$ cat src/rtl/clipped_rectangle_fill_unit_defines.svh
// ----------------------------------------------------------------------------
// clipped_rectangle_fill_unit_defines.svh
// Assertion macros shared by the clipped rectangle fill unit.
// ----------------------------------------------------------------------------
`ifndef CLIPPED_RECTANGLE_FILL_UNIT_DEFINES_SVH
`define CLIPPED_RECTANGLE_FILL_UNIT_DEFINES_SVH

// same-cycle implication
`define CRF_ASSERT_IMPLIES(label, clk, rst_n, ante, cons) \
    label: assert property (@(posedge clk) disable iff (!rst_n) (ante) |-> (cons)) \
        else $error("crf assertion failed");

// next-cycle implication
`define CRF_ASSERT_NEXT(label, clk, rst_n, ante, cons) \
    label: assert property (@(posedge clk) disable iff (!rst_n) (ante) |=> (cons)) \
        else $error("crf assertion failed");

`endif

$ cat src/rtl/crf_pkg.sv
// ----------------------------------------------------------------------------
// crf_pkg
// Types and constants of the clipped rectangle fill unit.
// ----------------------------------------------------------------------------
`default_nettype none

package crf_pkg;

    localparam int CmdDepth = 2;
    localparam int CmdPtrW  = $clog2(CmdDepth);
    localparam int CmdCntW  = CmdPtrW + 1;

    localparam int CfgIdxW = 8;
    localparam logic [CfgIdxW-1:0] REG_ORIGIN_X = 8'd0;
    localparam logic [CfgIdxW-1:0] REG_ORIGIN_Y = 8'd1;
    localparam logic [CfgIdxW-1:0] REG_WIDTH    = 8'd2;
    localparam logic [CfgIdxW-1:0] REG_HEIGHT   = 8'd3;

    typedef struct packed {
        logic [11:0] origin_x;
        logic [11:0] origin_y;
        logic [10:0] width;
        logic [6:0]  height;
    } crf_cfg_t;

    // one clipped request, ready for row generation
    typedef struct packed {
        logic [15:0] base;
        logic [10:0] len;
        logic [6:0]  rows;
        logic [10:0] stride;
        logic [31:0] color;
    } crf_cmd_t;

endpackage

`default_nettype wire

$ cat src/rtl/crf_front.sv
// ----------------------------------------------------------------------------
// crf_front
// Accepts fill requests, clips them against the strip buffer, drops the
// invisible ones and forms a row command with its starting pixel index.
// ----------------------------------------------------------------------------
`default_nettype none

module crf_front #(
    parameter int MAX_BUFFER_WIDTH = 1024,
    parameter int MAX_STRIP_ROWS   = 64
) (
    input  wire                     clk,
    input  wire                     rst_n,
    input  crf_pkg::crf_cfg_t       cfg,
    input  wire                     push,
    output logic                    full,
    input  wire signed [12:0]       rect_x,
    input  wire signed [12:0]       rect_y,
    input  wire        [11:0]       rect_width,
    input  wire        [11:0]       rect_height,
    input  wire        [31:0]       fill_color,
    output logic                    cmd_valid,
    output crf_pkg::crf_cmd_t       cmd,
    input  wire                     cmd_ready
);
    import crf_pkg::*;

    logic [10:0]        tw_c;
    logic [6:0]         th_c;
    logic signed [14:0] rx, ry, rx_end, ry_end;
    logic signed [14:0] tx, ty, tx_end, ty_end;
    logic signed [14:0] vx, vy, vx_end, vy_end;
    logic               visible;
    logic               accept;
    logic [16:0]        row_prod;

    logic               s1_valid_reg, s1_valid_next;
    logic [10:0]        s1_col_reg;
    logic [5:0]         s1_row_reg;
    logic [10:0]        s1_len_reg;
    logic [6:0]         s1_rows_reg;
    logic [10:0]        s1_stride_reg;
    logic [31:0]        s1_color_reg;

    assign tw_c = ({2'b00, cfg.width} > 13'(MAX_BUFFER_WIDTH)) ?
                  11'(MAX_BUFFER_WIDTH) : cfg.width;
    assign th_c = ({1'b0, cfg.height} > 8'(MAX_STRIP_ROWS)) ?
                  7'(MAX_STRIP_ROWS) : cfg.height;

    assign rx     = {{2{rect_x[12]}}, rect_x};
    assign ry     = {{2{rect_y[12]}}, rect_y};
    assign rx_end = rx + $signed({3'b000, rect_width});
    assign ry_end = ry + $signed({3'b000, rect_height});
    assign tx     = $signed({3'b000, cfg.origin_x});
    assign ty     = $signed({3'b000, cfg.origin_y});
    assign tx_end = tx + $signed({4'b0000, tw_c});
    assign ty_end = ty + $signed({8'b0, th_c});

    assign vx     = (rx > tx) ? rx : tx;
    assign vy     = (ry > ty) ? ry : ty;
    assign vx_end = (rx_end < tx_end) ? rx_end : tx_end;
    assign vy_end = (ry_end < ty_end) ? ry_end : ty_end;

    assign visible = (rect_width != 12'd0) && (rect_height != 12'd0) &&
                     (tw_c != 11'd0) && (th_c != 7'd0) &&
                     (rx < tx_end) && (ry < ty_end) &&
                     (rx_end > tx) && (ry_end > ty);

    assign full   = s1_valid_reg && !cmd_ready;
    assign accept = push && !full;

    always_comb
    begin
        if (accept)
            s1_valid_next = visible;
        else if (cmd_ready)
            s1_valid_next = 1'b0;
        else
            s1_valid_next = s1_valid_reg;
    end

    always_ff @(posedge clk or negedge rst_n)
    begin
        if (!rst_n)
            s1_valid_reg <= 1'b0;
        else
            s1_valid_reg <= s1_valid_next;
    end

    always_ff @(posedge clk)
    begin
        if (accept)
        begin
            s1_col_reg    <= 11'(vx - tx);
            s1_row_reg    <= 6'(vy - ty);
            s1_len_reg    <= 11'(vx_end - vx);
            s1_rows_reg   <= 7'(vy_end - vy);
            s1_stride_reg <= tw_c;
            s1_color_reg  <= fill_color;
        end
    end

    // start of the first visible row
    assign row_prod = 17'(s1_row_reg) * 17'(s1_stride_reg);

    assign cmd_valid  = s1_valid_reg;
    assign cmd.base   = 16'(row_prod) + 16'(s1_col_reg);
    assign cmd.len    = s1_len_reg;
    assign cmd.rows   = s1_rows_reg;
    assign cmd.stride = s1_stride_reg;
    assign cmd.color  = s1_color_reg;

endmodule

`default_nettype wire

$ cat src/rtl/crf_cmd_fifo.sv
// ----------------------------------------------------------------------------
// crf_cmd_fifo
// Short command queue between the clipping front and the span back.
// ----------------------------------------------------------------------------
`default_nettype none

module crf_cmd_fifo (
    input  wire                 clk,
    input  wire                 rst_n,
    input  wire                 wr_valid,
    output logic                wr_ready,
    input  crf_pkg::crf_cmd_t   wr_data,
    output logic                rd_valid,
    input  wire                 rd_ready,
    output crf_pkg::crf_cmd_t   rd_data
);
    import crf_pkg::*;

    crf_cmd_t             mem_reg [CmdDepth];
    logic [CmdPtrW-1:0]   wr_ptr_reg, wr_ptr_next;
    logic [CmdPtrW-1:0]   rd_ptr_reg, rd_ptr_next;
    logic [CmdCntW-1:0]   count_reg, count_next;
    logic                 do_wr, do_rd;

    assign wr_ready = (count_reg != CmdCntW'(CmdDepth));
    assign rd_valid = (count_reg != '0);
    assign do_wr    = wr_valid && wr_ready;
    assign do_rd    = rd_valid && rd_ready;
    assign rd_data  = mem_reg[rd_ptr_reg];

    always_comb
    begin
        wr_ptr_next = do_wr ? wr_ptr_reg + 1'b1 : wr_ptr_reg;
        rd_ptr_next = do_rd ? rd_ptr_reg + 1'b1 : rd_ptr_reg;
        count_next  = count_reg;
        if (do_wr && !do_rd)
            count_next = count_reg + 1'b1;
        else if (do_rd && !do_wr)
            count_next = count_reg - 1'b1;
    end

    always_ff @(posedge clk or negedge rst_n)
    begin
        if (!rst_n)
        begin
            wr_ptr_reg <= '0;
            rd_ptr_reg <= '0;
            count_reg  <= '0;
        end
        else
        begin
            wr_ptr_reg <= wr_ptr_next;
            rd_ptr_reg <= rd_ptr_next;
            count_reg  <= count_next;
        end
    end

    always_ff @(posedge clk)
    begin
        if (do_wr)
            mem_reg[wr_ptr_reg] <= wr_data;
    end

endmodule

`default_nettype wire

$ cat src/rtl/crf_back.sv
// ----------------------------------------------------------------------------
// crf_back
// Walks the visible rows of a command, one span per cycle while the output
// is empty or popped, into an output register read as a queue head.
// ----------------------------------------------------------------------------
`default_nettype none

module crf_back (
    input  wire                 clk,
    input  wire                 rst_n,
    input  wire                 cmd_valid,
    output logic                cmd_ready,
    input  crf_pkg::crf_cmd_t   cmd,
    output logic                empty,
    input  wire                 pop,
    output logic [15:0]         span_start,
    output logic [10:0]         span_length,
    output logic [31:0]         span_color,
    output logic                last_span
);
    import crf_pkg::*;

    logic        active_reg, active_next;
    logic        out_valid_reg, out_valid_next;
    logic [15:0] base_reg;
    logic [10:0] len_reg;
    logic [6:0]  rows_left_reg;
    logic [10:0] stride_reg;
    logic [31:0] color_reg;
    logic        gen, last_row, take;

    assign gen       = active_reg && (!out_valid_reg || pop);
    assign last_row  = (rows_left_reg == 7'd1);
    assign cmd_ready = !active_reg || (gen && last_row);
    assign take      = cmd_valid && cmd_ready;
    assign empty     = !out_valid_reg;

    always_comb
    begin
        active_next = active_reg;
        if (take)
            active_next = 1'b1;
        else if (gen && last_row)
            active_next = 1'b0;

        out_valid_next = out_valid_reg;
        if (gen)
            out_valid_next = 1'b1;
        else if (pop)
            out_valid_next = 1'b0;
    end

    always_ff @(posedge clk or negedge rst_n)
    begin
        if (!rst_n)
        begin
            active_reg    <= 1'b0;
            out_valid_reg <= 1'b0;
        end
        else
        begin
            active_reg    <= active_next;
            out_valid_reg <= out_valid_next;
        end
    end

    always_ff @(posedge clk)
    begin
        if (gen)
        begin
            span_start  <= base_reg;
            span_length <= len_reg;
            span_color  <= color_reg;
            last_span   <= last_row;
        end
        if (take)
        begin
            base_reg      <= cmd.base;
            len_reg       <= cmd.len;
            rows_left_reg <= cmd.rows;
            stride_reg    <= cmd.stride;
            color_reg     <= cmd.color;
        end
        else if (gen)
        begin
            base_reg      <= base_reg + 16'(stride_reg);
            rows_left_reg <= rows_left_reg - 7'd1;
        end
    end

endmodule

`default_nettype wire

$ cat src/rtl/clipped_rectangle_fill_unit.sv
// ----------------------------------------------------------------------------
// clipped_rectangle_fill_unit
// Clips fill rectangles against a strip buffer and emits one span per row.
// ----------------------------------------------------------------------------
// A request is clipped in one front stage and queued as a row command; the
// back emits one span per clock while its output is empty or popped, one per
// visible row (1 to 64, the strip height), and requests with no visible
// pixel are dropped by the front and emit nothing. The span generator's walk
// sets the sustained rate; a span passes the front stage register, command
// queue, back command registers and output register. Configuration writes
// are always ready and take effect on the next request.
`default_nettype none

module clipped_rectangle_fill_unit #(
    parameter int MAX_BUFFER_WIDTH = 1024,
    parameter int MAX_STRIP_ROWS   = 64
) (
    input  wire                 clk,
    input  wire                 rst_n,
    input  wire                 push,
    output logic                full,
    input  wire signed [12:0]   rect_x,
    input  wire signed [12:0]   rect_y,
    input  wire        [11:0]   rect_width,
    input  wire        [11:0]   rect_height,
    input  wire        [31:0]   fill_color,
    output logic                empty,
    input  wire                 pop,
    output logic [15:0]         span_start,
    output logic [10:0]         span_length,
    output logic [31:0]         span_color,
    output logic                last_span,
    input  wire                 cfg_valid,
    output logic                cfg_ready,
    input  wire  [7:0]          cfg_index,
    input  wire  [31:0]         cfg_data
);
    import crf_pkg::*;

    crf_cfg_t cfg_reg, cfg_next;
    logic     front_valid, front_ready;
    crf_cmd_t front_cmd;
    logic     cmd_valid, cmd_ready;
    crf_cmd_t cmd;

    assign cfg_ready = 1'b1;

    always_comb
    begin
        cfg_next = cfg_reg;
        if (cfg_valid && cfg_ready)
        begin
            unique case (cfg_index)
                REG_ORIGIN_X: cfg_next.origin_x = cfg_data[11:0];
                REG_ORIGIN_Y: cfg_next.origin_y = cfg_data[11:0];
                REG_WIDTH:    cfg_next.width    = cfg_data[10:0];
                REG_HEIGHT:   cfg_next.height   = cfg_data[6:0];
                default:      cfg_next = cfg_reg;
            endcase
        end
    end

    always_ff @(posedge clk or negedge rst_n)
    begin
        if (!rst_n)
        begin
            cfg_reg.origin_x <= 12'd0;
            cfg_reg.origin_y <= 12'd0;
            cfg_reg.width    <= 11'd1024;
            cfg_reg.height   <= 7'd64;
        end
        else
            cfg_reg <= cfg_next;
    end

    crf_front #(
        .MAX_BUFFER_WIDTH (MAX_BUFFER_WIDTH),
        .MAX_STRIP_ROWS   (MAX_STRIP_ROWS)
    ) u_front (
        .clk         (clk),
        .rst_n       (rst_n),
        .cfg         (cfg_reg),
        .push        (push),
        .full        (full),
        .rect_x      (rect_x),
        .rect_y      (rect_y),
        .rect_width  (rect_width),
        .rect_height (rect_height),
        .fill_color  (fill_color),
        .cmd_valid   (front_valid),
        .cmd         (front_cmd),
        .cmd_ready   (front_ready)
    );

    crf_cmd_fifo u_cmd_fifo (
        .clk      (clk),
        .rst_n    (rst_n),
        .wr_valid (front_valid),
        .wr_ready (front_ready),
        .wr_data  (front_cmd),
        .rd_valid (cmd_valid),
        .rd_ready (cmd_ready),
        .rd_data  (cmd)
    );

    crf_back u_back (
        .clk         (clk),
        .rst_n       (rst_n),
        .cmd_valid   (cmd_valid),
        .cmd_ready   (cmd_ready),
        .cmd         (cmd),
        .empty       (empty),
        .pop         (pop),
        .span_start  (span_start),
        .span_length (span_length),
        .span_color  (span_color),
        .last_span   (last_span)
    );

`include "clipped_rectangle_fill_unit_defines.svh"

    `CRF_ASSERT_IMPLIES(a_span_nonzero, clk, rst_n, !empty, span_length != 11'd0)
    `CRF_ASSERT_IMPLIES(a_full_queue, clk, rst_n, full, front_valid && !front_ready)
    `CRF_ASSERT_NEXT(a_rows_continue, clk, rst_n, !empty && pop && !last_span, !empty)

endmodule

`default_nettype wire
$ cat config.mk
export PLATFORM = sky130hd
export DESIGN_NAME = clipped_rectangle_fill_unit
export DESIGN_NICKNAME = d
export VERILOG_FILES = /design/src/rtl/crf_pkg.sv /design/src/rtl/crf_front.sv /design/src/rtl/crf_cmd_fifo.sv /design/src/rtl/crf_back.sv /design/src/rtl/clipped_rectangle_fill_unit.sv
export VERILOG_INCLUDE_DIRS = /design/src /design/src/rtl
export SDC_FILE = /design/constraint.sdc
export NUM_CORES = 1
export LEC_CHECK = 0
export ABC_CLOCK_PERIOD_IN_PS = 11400
export BUFFER_PORTS_ARGS = -buffer_cell sky130_fd_sc_hd__buf_4
export CAP_MARGIN = 20
export CORE_UTILIZATION = 34
export CTS_CLUSTER_DIAMETER = 120
export DETAILED_ROUTE_END_ITERATION = 6
export GPL_TIMING_DRIVEN = 0
export PLACE_DENSITY = 0.48
export SETUP_SLACK_MARGIN = 0.4
export SYNTH_ARGS = -nofsm -noshare
export SYNTH_HDL_FRONTEND = slang
export SYNTH_SLANG_ARGS = --single-unit
$ cat constraint.sdc
create_clock -name clk -period 11.4 [get_ports clk]
set_input_delay 1.71 -clock clk [delete_from_list [all_inputs] [get_ports clk]]
set_output_delay 1.71 -clock clk [all_outputs]
set_load 0.01 [all_outputs]
# Yosys cells after proc, flatten, opt, wreduce, memory -nomap -nowiden
# Memories as Yosys holds them, arrays and structs flattened.
# Cells that the tools add are included.
dict set report word_totals {
  ff_bits 264
  ram_bits 154
  in_bits 127
  out_inout_bits 63
  elab_cells 115
  mem_count 1
}
# memory words width rd rd_clocked_by_memory_dff write_ports line_no
set mem_list {}
lappend mem_list {u_cmd_fifo.mem_reg 2 77 1 0 1 crf_cmd_fifo.sv:19} ;# crf_cmd_t mem_reg [CmdDepth];
dict set report classes {
  addsub 15
  mul 1
  magnitude_cmp 10
  n_eq_ne 5
  muxes 20
  reduce_logical 38
}
# operator count
set op_table {}
lappend op_table {{7-bit 2-to-1 mux} 5}
lappend op_table {{11-bit 2-to-1 mux} 3}
lappend op_table {{16-bit by 11-bit adder with 16-bit output} 2}
lappend op_table {{16-bit 2-to-1 mux} 2}
lappend op_table {{13-bit by 13-bit adder with 14-bit output} 2}
lappend op_table {{14-bit by 13-bit > comparator with 1-bit output} 2}
lappend op_table {{13-bit by 14-bit less-than comparator with 1-bit output} 2}
lappend op_table {{14-bit less-than comparator} 2}
lappend op_table {{13-bit > comparator} 2}
lappend op_table {{12-bit nonzero test} 2}
lappend op_table {{11-bit subtractor} 2}
lappend op_table {{8-bit by 2-bit == test with 1-bit output (second input constant)} 2}
lappend op_table {{6-bit by 11-bit multiplier with 16-bit output} 1}
lappend op_table {{1-bit logical AND} 15}
lappend op_table {{12-bit by 11-bit adder with 13-bit output} 1}
lappend op_table {{12-bit by 7-bit adder with 13-bit output} 1}
lappend op_table {{2-bit nonzero test} 6}
lappend op_table {{11-bit > comparator (second input constant)} 1}
lappend op_table {{11-bit nonzero test} 1}
lappend op_table {{8-bit by 1-bit == test with 1-bit output (second input constant)} 1}
lappend op_table {{8-bit logical NOT} 1}
lappend op_table {{1-bit 2-to-1 mux} 8}
lappend op_table {{2-bit AND reduction} 4}
lappend op_table {{7-bit by 1-bit == test with 1-bit output (second input constant)} 1}
lappend op_table {{12 further kinds} 20}

# Longest topological paths before layout
dict set report depth {
  word_depth 10
  ltp_mapped 33
}

# Cells and area by module
# From an unflattened synthesis, not the netlist that was laid out.
dict set report hier_totals {
  hier_cells 1760
  area_unflattened_um2 23047.1
}
# module instances cells_each area_per_inst_um2 seq_area_each_um2
set modules_own_cells {}
lappend modules_own_cells {crf_front 1 1120 10406.2 2367.3}
lappend modules_own_cells {crf_cmd_fifo 1 258 5830.6 4724.5}
lappend modules_own_cells {crf_back 1 287 5152.4 4164.0}
lappend modules_own_cells {clipped_rectangle_fill_unit 1 95 1657.8 1053.5}

# Worst setup path before layout
# OpenSTA, ideal clock, no wires.
dict set report synth_path {
  path_kind {input to register}
  from {in rect_x[0]}
  to {reg u_front.s1_len_reg[10] (data pin)}
  t_arrival_ns 6.412
  path_slack_ns 4.729
  stages 28
  path_cell_list {ha_1 fa_1 a21oi_2 o21bai_1 xor2_1 ha_1 a21o_1 a21oi_1 o21ai_1 a311o_1 maj3_2 maj3_2 o21a_1 buf_6 nor2_1 a21oi_1 ha_1 fa_1 nor2b_1 o21ai_0 nand2b_1 a21o_1 nand2_1 a21oi_1 a21o_1 a21oi_1 xnor2_1 xnor2_1}
}
dict set report synth_between {
  elab_chain_len 4
}
# element line_no
set synth_rtl {}
lappend synth_rtl {{from (decl)} clipped_rectangle_fill_unit.sv:22} ;# input wire signed [12:0] rect_x,
lappend synth_rtl {{13-bit by 13-bit adder with 14-bit output} crf_front.sv:52} ;# assign rx_end = rx + $signed({3'b000, rect_width});
lappend synth_rtl {{14-bit less-than comparator} crf_front.sv:61} ;# assign vx_end = (rx_end < tx_end) ? rx_end : tx_end;
lappend synth_rtl {{11-bit 2-to-1 mux} crf_front.sv:61}
lappend synth_rtl {{11-bit subtractor (*)} crf_front.sv:96} ;# s1_len_reg <= 11'(vx_end - vx);
lappend synth_rtl {{to (signal assigned)} crf_front.sv:96}
lappend synth_rtl {{to (decl)} crf_front.sv:40} ;# logic [10:0] s1_len_reg;
# Every way passes the cells marked *; elsewhere a longest branch is shown, timed or not.
# A chain may end at the register's enable or synchronous reset.

# Final worst setup path
dict set report layout_path {
  from {reg cfg_reg[17] (netlist bit)}
  to {reg u_front.s1_len_reg[9] (data pin)}
}
dict set report layout_between {
  elab_chain_len 6
}
# element line_no
set layout_rtl {}
lappend layout_rtl {{from (decl)} clipped_rectangle_fill_unit.sv:40} ;# crf_cfg_t cfg_reg, cfg_next;
lappend layout_rtl {{from (signal assigned)} clipped_rectangle_fill_unit.sv:73} ;# cfg_reg <= cfg_next;
lappend layout_rtl {{11-bit > comparator (*)} crf_front.sv:45} ;# assign tw_c = ({2'b00, cfg.width} > 13'(MAX_BUFFER_WIDTH)) ?
lappend layout_rtl {{11-bit 2-to-1 mux (*)} crf_front.sv:45}
lappend layout_rtl {{net u_front.tw_c[0]} crf_front.sv:28} ;# logic [10:0] tw_c;
lappend layout_rtl {{12-bit by 11-bit adder with 13-bit output (*)} crf_front.sv:56} ;# assign tx_end = tx + $signed({4'b0000, tw_c});
lappend layout_rtl {{14-bit less-than comparator} crf_front.sv:61}
lappend layout_rtl {{11-bit 2-to-1 mux (*)} crf_front.sv:61}
lappend layout_rtl {{11-bit subtractor (*)} crf_front.sv:96}
# Mark *: on every way through the listed nets, which the timed path passes. The rest lies on a longest branch.

==> results_dict.tcl <==
set metrics [dict create \
    layout_common_cells "edfxtp_1 (369), ha_1 (210), buf_4 (169)" \
    max_freq_mhz 142 \
    drc 0 \
    synth_seq_cells 418 \
    endpoint_kind "flip-flop" \
    boundaryPins 190 \
    clock_sinks 418 \
    critPathKind "reg2reg" \
    routedWlPerCell_um 17.3 \
    area_growth_pct 17.4 \
    grt_start_max_net_pins 60 \
    hp-start "u_back.color_reg[14]$_DFFE_PP_" \
    synth_warnings 0 \
    ys_types 69 \
    n_antenna_cell 0 \
    cts_setup_buffers 0 \
    cp_max_fo 10 \
    clock_path_buffers 3 \
    largest_reg_flops 154 \
    synth_nets 2123 \
    reg2reg_to "u_front.s1_len_reg[9]$_DFFE_PP_" \
    ctsHtreeMaxLevel 2 \
    initial_core_util_pct 34.6 \
    hpwl_um 37500 \
    finClkSkew_ns 0.00998 \
    final_common_cell "edfxtp_1" \
    rsz0062_at_grt "no" \
    core_area_mm2 0.0648 \
    synth_area_mm2 0.0225 \
    antenna_found_initial 1 \
    r2r_start "cfg_reg[17]$_DFFE_PN1P_" \
    reg2reg_slack_ns 4.34 \
    first_iter_violations 532 \
    cp.required_ns 11.70 \
    grt_pass1_vias 14100 \
    grt_overflow 0 \
    cts_resized 0 \
    setup_viol 0 \
    drv_cap 0 \
    ys.flop_type "edfxtp_1" \
    worstMarginPinSlew_ns 1.01 \
    ant_nets 0 \
    synthArstFlopShare_pct 11.7 \
    clk_pin_slew_worst_paths_ns 0.06 \
    fin_crit_ns 7.06 \
    setup_tns_ns 0 \
    hp-class "reg2reg" \
    r2r_cells 27 \
    fp.dieW_um 259 \
    vias 13600 \
    synthCells 1733 \
    numCtsBuffers 46 \
    slew_headroom_pct 32.5 \
    first_pass_iters 4 \
    cts_tree "yes" \
    ir_worst_vdd_v 0.000104 \
    critPathLaunchType "flip-flop" \
    holdPathStages 0 \
    status "finished, final reports clean" \
    yosysSeqAreaShare_pct 54.8 \
    p_leak_nw 10.7 \
    layout-drive-gt1-share_pct 17.6 \
    ctsHoldBuffers 0 \
    num_rows 93 \
    place_congestion 0.816 \
    final_nets 2345 \
    port_buffers 168 \
    root_buffer "clkbuf_16" \
    grt_pass1_wl_um 77800 \
    clkLatencyLatePin_ns 0.58 \
    drv_slew 0 \
    arrival_ns 7.37 \
    hold-path-endpoint "u_back.span_color[14]$_DFFE_PP_" \
    finalHoldViolations 0 \
    nFillCells 6058 \
    die_y_um 259 \
    track_usage_pct 14.9 \
    finalWirelength_um 49300 \
    vias_per_cell 4.78 \
    synth_edf_count 369 \
    fin_util_pct 40.7 \
    p_per_area_mw_per_mm2 168 \
    syn_avg_cell_area_um2 13.0 \
    min_period_over_period_pct 62.0 \
    fp.dieArea_mm2 0.0671 \
]
metrics by stage:
stage	power [mW]	cells	instance area (µm²)	setup slack, ns	hold slack, ns
6_report	4.43	2845	26400	4.34	0.416
5_1_grt	4.71	2845	26400	3.89	0.422
4_1_cts	4.51	2845	26400	4.32	0.419
3_5_place_dp	3.08	2762	25000	3.81	0.405
3_3_place_gp	3.06	2756	24800	3.83	0.402
2_1_floorplan	2.74	1733	22500	4.73	0.400
layout make-up:
class / instances / area, µm² / share of cell area, %
Sequential cell: 418 / 12300 / 46.7
Multi-Input combinational cell: 1137 / 9480 / 36.0
Timing Repair Buffer: 174 / 1400 / 5.32
Clock buffer: 60 / 1200 / 4.56
Tap cell: 855 / 1070 / 4.06
Inverter: 145 / 544 / 2.06
Clock inverter: 23 / 211 / 0.802
Buffer: 33 / 141 / 0.536
synthesized netlist by cell type (all sizes together), types with 4 or more instances:
library cell  number  share of area, %
o21ai             85               1.9
xor2              32               1.2
mux2i             21              0.94
dfrtp             47               5.2
and2              26              0.72
inv              145               2.4
nand4             12              0.33
nand3             18              0.40
nor2b             40               1.1
and3               7              0.19
nor2              68               1.1
nand2b            15              0.42
buf               10              0.23
a21boi             8              0.27
o41ai              4              0.16
o21a              19              0.64
a21o              35               1.2
o21bai            17              0.57
fa                53               4.7
a21oi            103               2.3
nand2            112               1.9
ha               210                12
nor4              11              0.31
clkbuf            23              0.38
or3                5              0.14
xnor2             72               2.8
o211ai             6              0.20
nor3              15              0.33
mux2              91               4.6
a211oi            11              0.37
edfxtp           369                49
how the worst max path moves through the flow:
stage	from	slack [ns]	cells past startpoint	endpoint
2_1_floorplan	rect_x[0]	4.73	28	u_front.s1_len_reg[10]$_DFFE_PP_
3_3_place_gp	rect_x[0]	3.83	27	u_front.s1_len_reg[9]$_DFFE_PP_
3_5_place_dp	rect_x[0]	3.81	27	u_front.s1_len_reg[9]$_DFFE_PP_
4_1_cts	cfg_reg[17]$_DFFE_PN1P_	4.32	27	u_front.s1_len_reg[9]$_DFFE_PP_
5_1_grt	cfg_reg[17]$_DFFE_PN1P_	3.89	27	u_front.s1_len_reg[9]$_DFFE_PP_
6_report	cfg_reg[17]$_DFFE_PN1P_	4.34	27	u_front.s1_len_reg[9]$_DFFE_PP_
metal layers:
layer	global-route usage (%)	part of all wire, %	vias to the layer above
met2	25.3	48	224
met4	3.83	1.8	0
met3	2.25	3.2	67
met1	19.7	47	6577
met5	0	0	-
li1	-	-	6739
critical path: stages, from the launching register on:
cell      delay (ns)
dfstp_2         0.61
clkbuf_1        0.39
nor2b_1         0.17
ha_1            0.24
fa_1            0.41
a21o_1          0.20
and4_1          0.19
a21oi_1         0.20
nor2b_1         0.19
xor2_1          0.34
ha_1            0.31
a311o_1         0.32
maj3_2          0.31
maj3_2          0.32
o21ai_1         0.31
buf_2           0.28
o21ai_0         0.13
ha_1            0.30
nor2b_1         0.12
o21ai_0         0.20
a21boi_0        0.16
o21ai_0         0.21
a21boi_0        0.16
o21a_1          0.21
o21ai_0         0.14
nand2b_1        0.07
a21oi_1         0.17
xnor2_1         0.13
power breakdown:
part	total [mW]	internal [mW]	switching (mW)
Combinational	1.13	0.495	0.638
Sequential	1.91	1.85	0.0580
Clock	1.40	0.796	0.600
logic make-up after synthesis:
| logic type | after synthesis | share of synthesized area, % |
|---|---|---|
| multiplexers | 112 | 5.50 |
| flip-flops | 418 | 54.8 |
| XOR/XNOR | 104 | 4.06 |
| adder cells (fa/ha/maj) | 265 | 16.5 |
| other | 1 | 0.0167 |
| AO/OA/AOI/OAI | 315 | 8.68 |
| buffers and inverters | 178 | 3.04 |
| AND/OR/NAND/NOR | 340 | 7.38 |
(Power assumes the default switching activity.)
